File: src/pobia_pkg.sv
// ----------------------------------------------------------------------------
// pobia_pkg
// Shared types and codes of the per-owner block id allocator.
// ----------------------------------------------------------------------------
`default_nettype none
package pobia_pkg;
    localparam logic       REQ_ALLOC   = 1'b0;
    localparam logic       REQ_RELEASE = 1'b1;
    localparam logic [2:0] ST_NEW      = 3'd0;
    localparam logic [2:0] ST_EXIST    = 3'd1;
    localparam logic [2:0] ST_RANGE    = 3'd2;
    localparam logic [2:0] ST_FULL     = 3'd3;
    localparam logic [2:0] ST_RELEASED = 3'd4;
    localparam logic [2:0] ST_IGNORED  = 3'd5;
    localparam logic [16:0] ID_LIMIT   = 17'h0FFFF;

    // Commands from the controller to the datapath.
    typedef struct packed {
        logic load;     // capture request, start table read
        logic decide;   // evaluate request against read data
        logic commit;   // write tables, present result
    } t_cmd;

    // Status from the datapath to the controller.
    typedef struct packed {
        logic scan_done; // lowest-free search finished
    } t_sts;
endpackage
`default_nettype wire

File: src/pobia_ctrl.sv
// ----------------------------------------------------------------------------
// pobia_ctrl
// Controller: clearing pass, request sequencing and output handshake.
// ----------------------------------------------------------------------------
`default_nettype none
module pobia_ctrl #(
    parameter int UNIT_HANDLES = 1024
) (
    input  wire logic          i_clk,
    input  wire logic          i_rst_n,
    input  wire logic          i_in_valid,
    output logic               o_in_stall,
    output logic               o_out_valid,
    input  wire logic          i_out_stall,
    input  wire pobia_pkg::t_sts i_sts,
    output pobia_pkg::t_cmd    o_cmd,
    output logic               o_clr_en,
    output logic [$clog2(UNIT_HANDLES)-1:0] o_clr_addr
);
    import pobia_pkg::*;
    localparam int AW = $clog2(UNIT_HANDLES);
    localparam logic [2:0] S_CLR  = 3'd0;
    localparam logic [2:0] S_IDLE = 3'd1;
    localparam logic [2:0] S_READ = 3'd2;
    localparam logic [2:0] S_SCAN = 3'd3;
    localparam logic [2:0] S_DONE = 3'd4;

    logic [2:0]    r_state, n_state;
    logic [AW-1:0] r_clr, n_clr;
    logic          r_ov, n_ov;
    logic          w_acc;

    // Output beat is held in its register; a new request may start meanwhile,
    // and its commit waits until the output register is free.
    assign w_acc = (r_state == S_IDLE) && i_in_valid;
    assign o_in_stall = (r_state != S_IDLE);
    assign o_out_valid = r_ov;
    assign o_clr_en = (r_state == S_CLR);
    assign o_clr_addr = r_clr;

    always_comb begin
        n_state = r_state;
        n_clr = r_clr;
        n_ov = r_ov && i_out_stall;
        o_cmd = '0;
        case (r_state)
            S_CLR: begin
                n_clr = r_clr + 1'b1;
                if (r_clr == AW'(UNIT_HANDLES - 1)) begin
                    n_state = S_IDLE;
                end
            end
            S_IDLE: begin
                if (w_acc) begin
                    o_cmd.load = 1'b1;
                    n_state = S_READ;
                end
            end
            S_READ: begin
                o_cmd.decide = 1'b1;
                n_state = S_SCAN;
            end
            S_SCAN: begin
                if (i_sts.scan_done) begin
                    n_state = S_DONE;
                end
            end
            S_DONE: begin
                if (!n_ov) begin
                    o_cmd.commit = 1'b1;
                    n_ov = 1'b1;
                    n_state = S_IDLE;
                end
            end
            default: n_state = S_IDLE;
        endcase
    end

    always_ff @(posedge i_clk) begin
        if (!i_rst_n) begin
            r_state <= S_CLR;
            r_clr <= '0;
            r_ov <= 1'b0;
        end else begin
            r_state <= n_state;
            r_clr <= n_clr;
            r_ov <= n_ov;
        end
    end
endmodule
`default_nettype wire

File: config.mk
export PLATFORM = sky130hd
export DESIGN_NAME = pobia_ctrl
export DESIGN_NICKNAME = d
export VERILOG_FILES = /design/src/pobia_pkg.sv /design/src/pobia_ctrl.sv
export SDC_FILE = /design/constraint.sdc
export NUM_CORES = 1
export LEC_CHECK = 0
export BUFFER_PORTS_ARGS = -buffer_cell sky130_fd_sc_hd__buf_4
export CORE_MARGIN = 2
export CORE_UTILIZATION = 51
export DETAILED_ROUTE_END_ITERATION = 10
export PLACE_DENSITY_LB_ADDON = 0.2
export SETUP_SLACK_MARGIN = 0.05
export SLEW_MARGIN = 15
export SYNTH_ARGS = -nofsm -noshare
export SYNTH_HDL_FRONTEND = slang
export SYNTH_SLANG_ARGS = --single-unit
File: constraint.sdc
create_clock -name i_clk -period 2.65 [get_ports i_clk]
set_input_delay 0.265 -clock i_clk [delete_from_list [all_inputs] [get_ports i_clk]]
set_output_delay 0.265 -clock i_clk [all_outputs]
set_load 0.1 [all_outputs]
==> tab_implementation.tex <==
\begin{tabular}{lr}
\hline
Metric & Value \\
\hline
\multicolumn{2}{l}{\textbf{Setup path}} \\
\quad Timing startpoint of the critical path & r\_state[2]\$\_SDFFE\_PN0P\_ \\
\quad Depth of the worst register-to-register path & 3 \\
\quad Largest fanout on the critical path & 8 \\
\quad Worst setup slack for register-to-register paths & 1050 ps \\
\quad Worst setup path class & flip-flop to primary output \\
\quad Worst path slowest cell & or3b\_2 \\
\quad Worst reg2reg path startpoint & r\_state[2]\$\_SDFFE\_PN0P\_ \\
\quad Delay contributed by the slowest stage of the critical path & 520 ps \\
\quad Endpoint of the lowest-slack register-to-register path & o\_clr\_addr[7]\$\_SDFFE\_PN0P\_ \\
\quad CP Data Required Time & 2380 ps \\
\quad Crit path buf inv count & 1 \\
\quad Depth of the critical timing path with buffers and inverters included & 3 \\
\quad Endpoint arrival time on the critical path & 1690 ps \\
\quad Cell class contributing the biggest share of worst-path delay & simple AND/OR/NAND/NOR gates \\
\quad Kind of end point of the critical path & primary output \\
\quad Category of the worst setup path launch point & flip-flop \\
\quad Critical path cell sequence & or3b\_2, a21oi\_2, buf\_4 \\
\multicolumn{2}{l}{\textbf{Synthesis}} \\
\quad Number of storage elements in the synthesis netlist & 14 \\
\quad Netlist area before placement & 684.4 sq um \\
\quad Yosys top cell by area & dfxtp\_1 \\
\quad Net count of the mapped netlist & 86 \\
\quad Mean cell area of the mapped netlist & 8.555 sq um \\
\quad Commonest register cell after synthesis & dfxtp\_1 \\
\quad Synth top area cells & dfxtp\_1 41\%, a21oi\_1 8.0\%, or4\_1 5.5\%, o31ai\_1 4.4\%, nand2\_1 3.8\% \\
\quad Share of Yosys cell area claimed by the top area cell type & 0.4095 \\
\quad Sequential cell area fraction in the yosys report & 0.4095 \\
\quad Yosys synthesis warning count & 0 \\
\quad Gate Count Post-Synth & 80 \\
\quad Number of flops mapped to enable cells by yosys & 0 \\
\quad Share of flip-flops with an asynchronous set or reset & 0 \\
\quad Synth cell types & 27 \\
\multicolumn{2}{l}{\textbf{Global route}} \\
\quad First-pass GRT wire length & 2.249 mm \\
\quad Largest net degree at the start of global routing & 16 \\
\quad Number of antenna violations at the first check in global routing & 0 \\
\quad Congestion Overflow GR & 0 \\
\quad Total routing usage reported by global routing & 0.2118 \\
\quad Number of global-route vias before repair & 541 \\
\multicolumn{2}{l}{\textbf{Floorplan}} \\
\quad Chip Width & 40.63 um \\
\quad Std cell rows & 13 \\
\quad Die Footprint & 1651 sq um \\
\quad Overall die height & 40.63 um \\
\quad CORE AREA & 1269 sq um \\
\quad Boundary pin count & 21 \\
\quad Initial core utilization & 0.5394 \\
\multicolumn{2}{l}{\textbf{Place}} \\
\quad Buffers added on ports & 20 \\
\quad Final Wtd Congestion & 0.7236 \\
\quad HPWL Detailed & 1.042 mm \\
\multicolumn{2}{l}{\textbf{STA}} \\
\quad Final critical-path required period & 1954 ps \\
\quad Final setup viols & 0 \\
\quad Skew final & 1.552 ps \\
\quad Final hold slack & 240.6 ps \\
\quad Slew at the pin closest to its max-slew limit & 385.9 ps \\
\quad Number of pins exceeding their max-slew limit in the final report & 0 \\
\quad Final count of hold timing violations & 0 \\
\quad Relative max-transition margin & 0.7425 \\
\quad Unrepaired setup endpoints after global routing & no \\
\quad Final sum of negative setup slack & 0 ps \\
\quad Tcrit/Tclk final & 0.7373 \\
\quad Maximum operating frequency & 511.8 MHz \\
\multicolumn{2}{l}{\textbf{Finish}} \\
\quad Multi-input logic area & 384.1 sq um \\
\quad Number of filler cells placed in the layout & 101 \\
\quad Count of inserted antenna diode cells & 0 \\
\quad Top library cells by usage in the layout, fill and taps aside & 20 x buf\_4, 14 x dfxtp\_1, 10 x a21oi\_1, 7 x nand2\_1, 5 x or4\_1 \\
\quad Growth of design area from synthesis to finish & 29.25\% \\
\quad Share of cells above drive strength 1 & 0.2970 \\
\quad Most common library cell in the layout ignoring fill and taps & buf\_4 \\
\quad Final-stage net count & 108 \\
\quad Area used by sequential logic in the layout & 280.3 sq um \\
\multicolumn{2}{l}{\textbf{Route}} \\
\quad Via count of the routed design & 655 \\
\quad Via density per instance & 5.647 \\
\quad Average wire per cell in the routed design & 12.90 um \\
\quad Pre-Repair DR Iteration Count & 2 \\
\quad Remaining routing DRC violations & 0 \\
\quad Detailed Route WL & 1.496 mm \\
\quad Remaining antenna violation count & 0 \\
\quad DR iter-0 viols & 7 \\
\multicolumn{2}{l}{\textbf{Power and ir drop}} \\
\quad PD cells & 489.0 nW/um\^{}2 \\
\quad Static Leakage & 0.0003287 uW \\
\quad Highest ir drop seen on vdd & 0.3078 mV \\
\multicolumn{2}{l}{\textbf{CTS}} \\
\quad Post-CTS Repair Setup Buffers & 0 \\
\quad CTS tree & yes \\
\quad Source-to-sink clock delay at the later pin of the worst-skew pair & 280 ps \\
\quad Clock edge transition at the registers on the reported setup and hold paths & 90 ps \\
\quad Hold bufs inserted after CTS & 0 \\
\quad Number of buffers created by CTS & 3 \\
\quad Number of sinks on the clock net & 14 \\
\quad Resize count post-CTS & 0 \\
\quad Count of H-tree levels built during CTS & 1 \\
\quad CTS root buffer & clkbuf\_4 \\
\quad Clock Path Buffers & 2 \\
\multicolumn{2}{l}{\textbf{Worst hold path}} \\
\quad Min-Delay Startpoint & i\_rst\_n \\
\quad Endpoint of the worst hold-timing path & r\_state[0]\$\_SDFFE\_PN0P\_ \\
\quad Hold Path Stages & 3 \\
\quad Path type of the worst min-delay path & input pin to flip-flop \\
\multicolumn{2}{l}{\textbf{Flow run}} \\
\quad Number of max-cap violations & 0 \\
\multicolumn{2}{l}{\textbf{Run status}} \\
\quad Outcome & complete, no violations \\
\hline
\end{tabular}
-- registers in the layout (all words and copies together) (netlist names) --
register and flops:
o_clr_addr 10, o_out_valid 1, r_state 3
-- cell usage after synthesis (2+ instances only) --
cell / n
o21ai_0: 3
nor2_1: 3
xnor2_1: 2
clkbuf_1: 2
nand4_1: 2
mux2i_1: 2
or3_1: 2
or4_1: 5
dfxtp_1: 14
nor3b_1: 2
nand2b_1: 3
a21oi_1: 11
o31ai_1: 4
inv_1: 4
nand3_1: 3
nand2_1: 7
-- stage by stage --
| step | std cells | total power [uW] | utilization | cell area (sq um) | worst slack [ps] |
|---|---|---|---|---|---|
| final | 116 | 432.6 | 0.6972 | 884.6 | 696.0 |
| after global routing | 116 | 449.6 | 0.6972 | 884.6 | 633.2 |
| after CTS | 116 | 434.7 | 0.6972 | 884.6 | 691.2 |
| after detailed placement | 112 | 282.8 | 0.6686 | 848.3 | 1010 |
| after global placement | 112 | 282.0 | 0.6686 | 848.3 | 1058 |
| after floorplan | 80 | 267.0 | - | 698.2 | 474.8 |
-- per-layer routing --
metal  part of all wire  routed length, um  global-route usage
met1               0.46                685              0.2315
met5                  0                  0                   0
met3              0.047                 70             0.06522
met4              0.015                 23              0.1000
met2               0.48                716              0.3690
-- power by group --
part	leakage, uW	internal [uW]	switching [uW]
Sequential	0.000113	215	5.91
Combinational	0.000194	15.0	42.1
Clock	0.0000210	83.6	71.4
-- worst reg2reg max path: cells and delay by family (launching register included) --
kind / cells / cell delay, ps
and+or+nand+nor: 2 / 1010
DFF: 1 / 380
AOI/OAI and AO/OA: 1 / 150
-- layout make-up --
cell class | instances | area share
Inverter | 4 | 0.01697
Sequential cell | 14 | 0.3168
Tap cell | 15 | 0.02122
Clock buffer | 4 | 0.04102
Multi-Input combinational cell | 59 | 0.4342
Timing Repair Buffer | 20 | 0.1697
-- logic make-up (layout without fill, tap and decap cells) --
| logic type | after synthesis | after routing | synth area share |
|---|---|---|---|
| adders and majority gates | 1 | 1 | 0.01828 |
| xor gates and xnor gates | 2 | 2 | 0.02560 |
| and+or+nand+nor | 34 | 34 | 0.2980 |
| DFF | 14 | 14 | 0.4095 |
| muxes | 2 | 2 | 0.02925 |
| buffers and inverters | 7 | 28 | 0.04936 |
| AOI/OAI and AO/OA | 20 | 20 | 0.1700 |
-- how the worst max path moves through the flow --
| stage | endpoint | slack (ps) |
|---|---|---|
| after floorplan | r_state[0]$_SDFFE_PN0P_ | 470 |
| after global placement | o_cmd[0] | 1060 |
| after detailed placement | o_cmd[0] | 1010 |
| after CTS | o_cmd[0] | 690 |
| after global routing | o_cmd[0] | 630 |
| final | o_cmd[0] | 700 |
No activity file was read; power rests on OpenSTA's default activity.
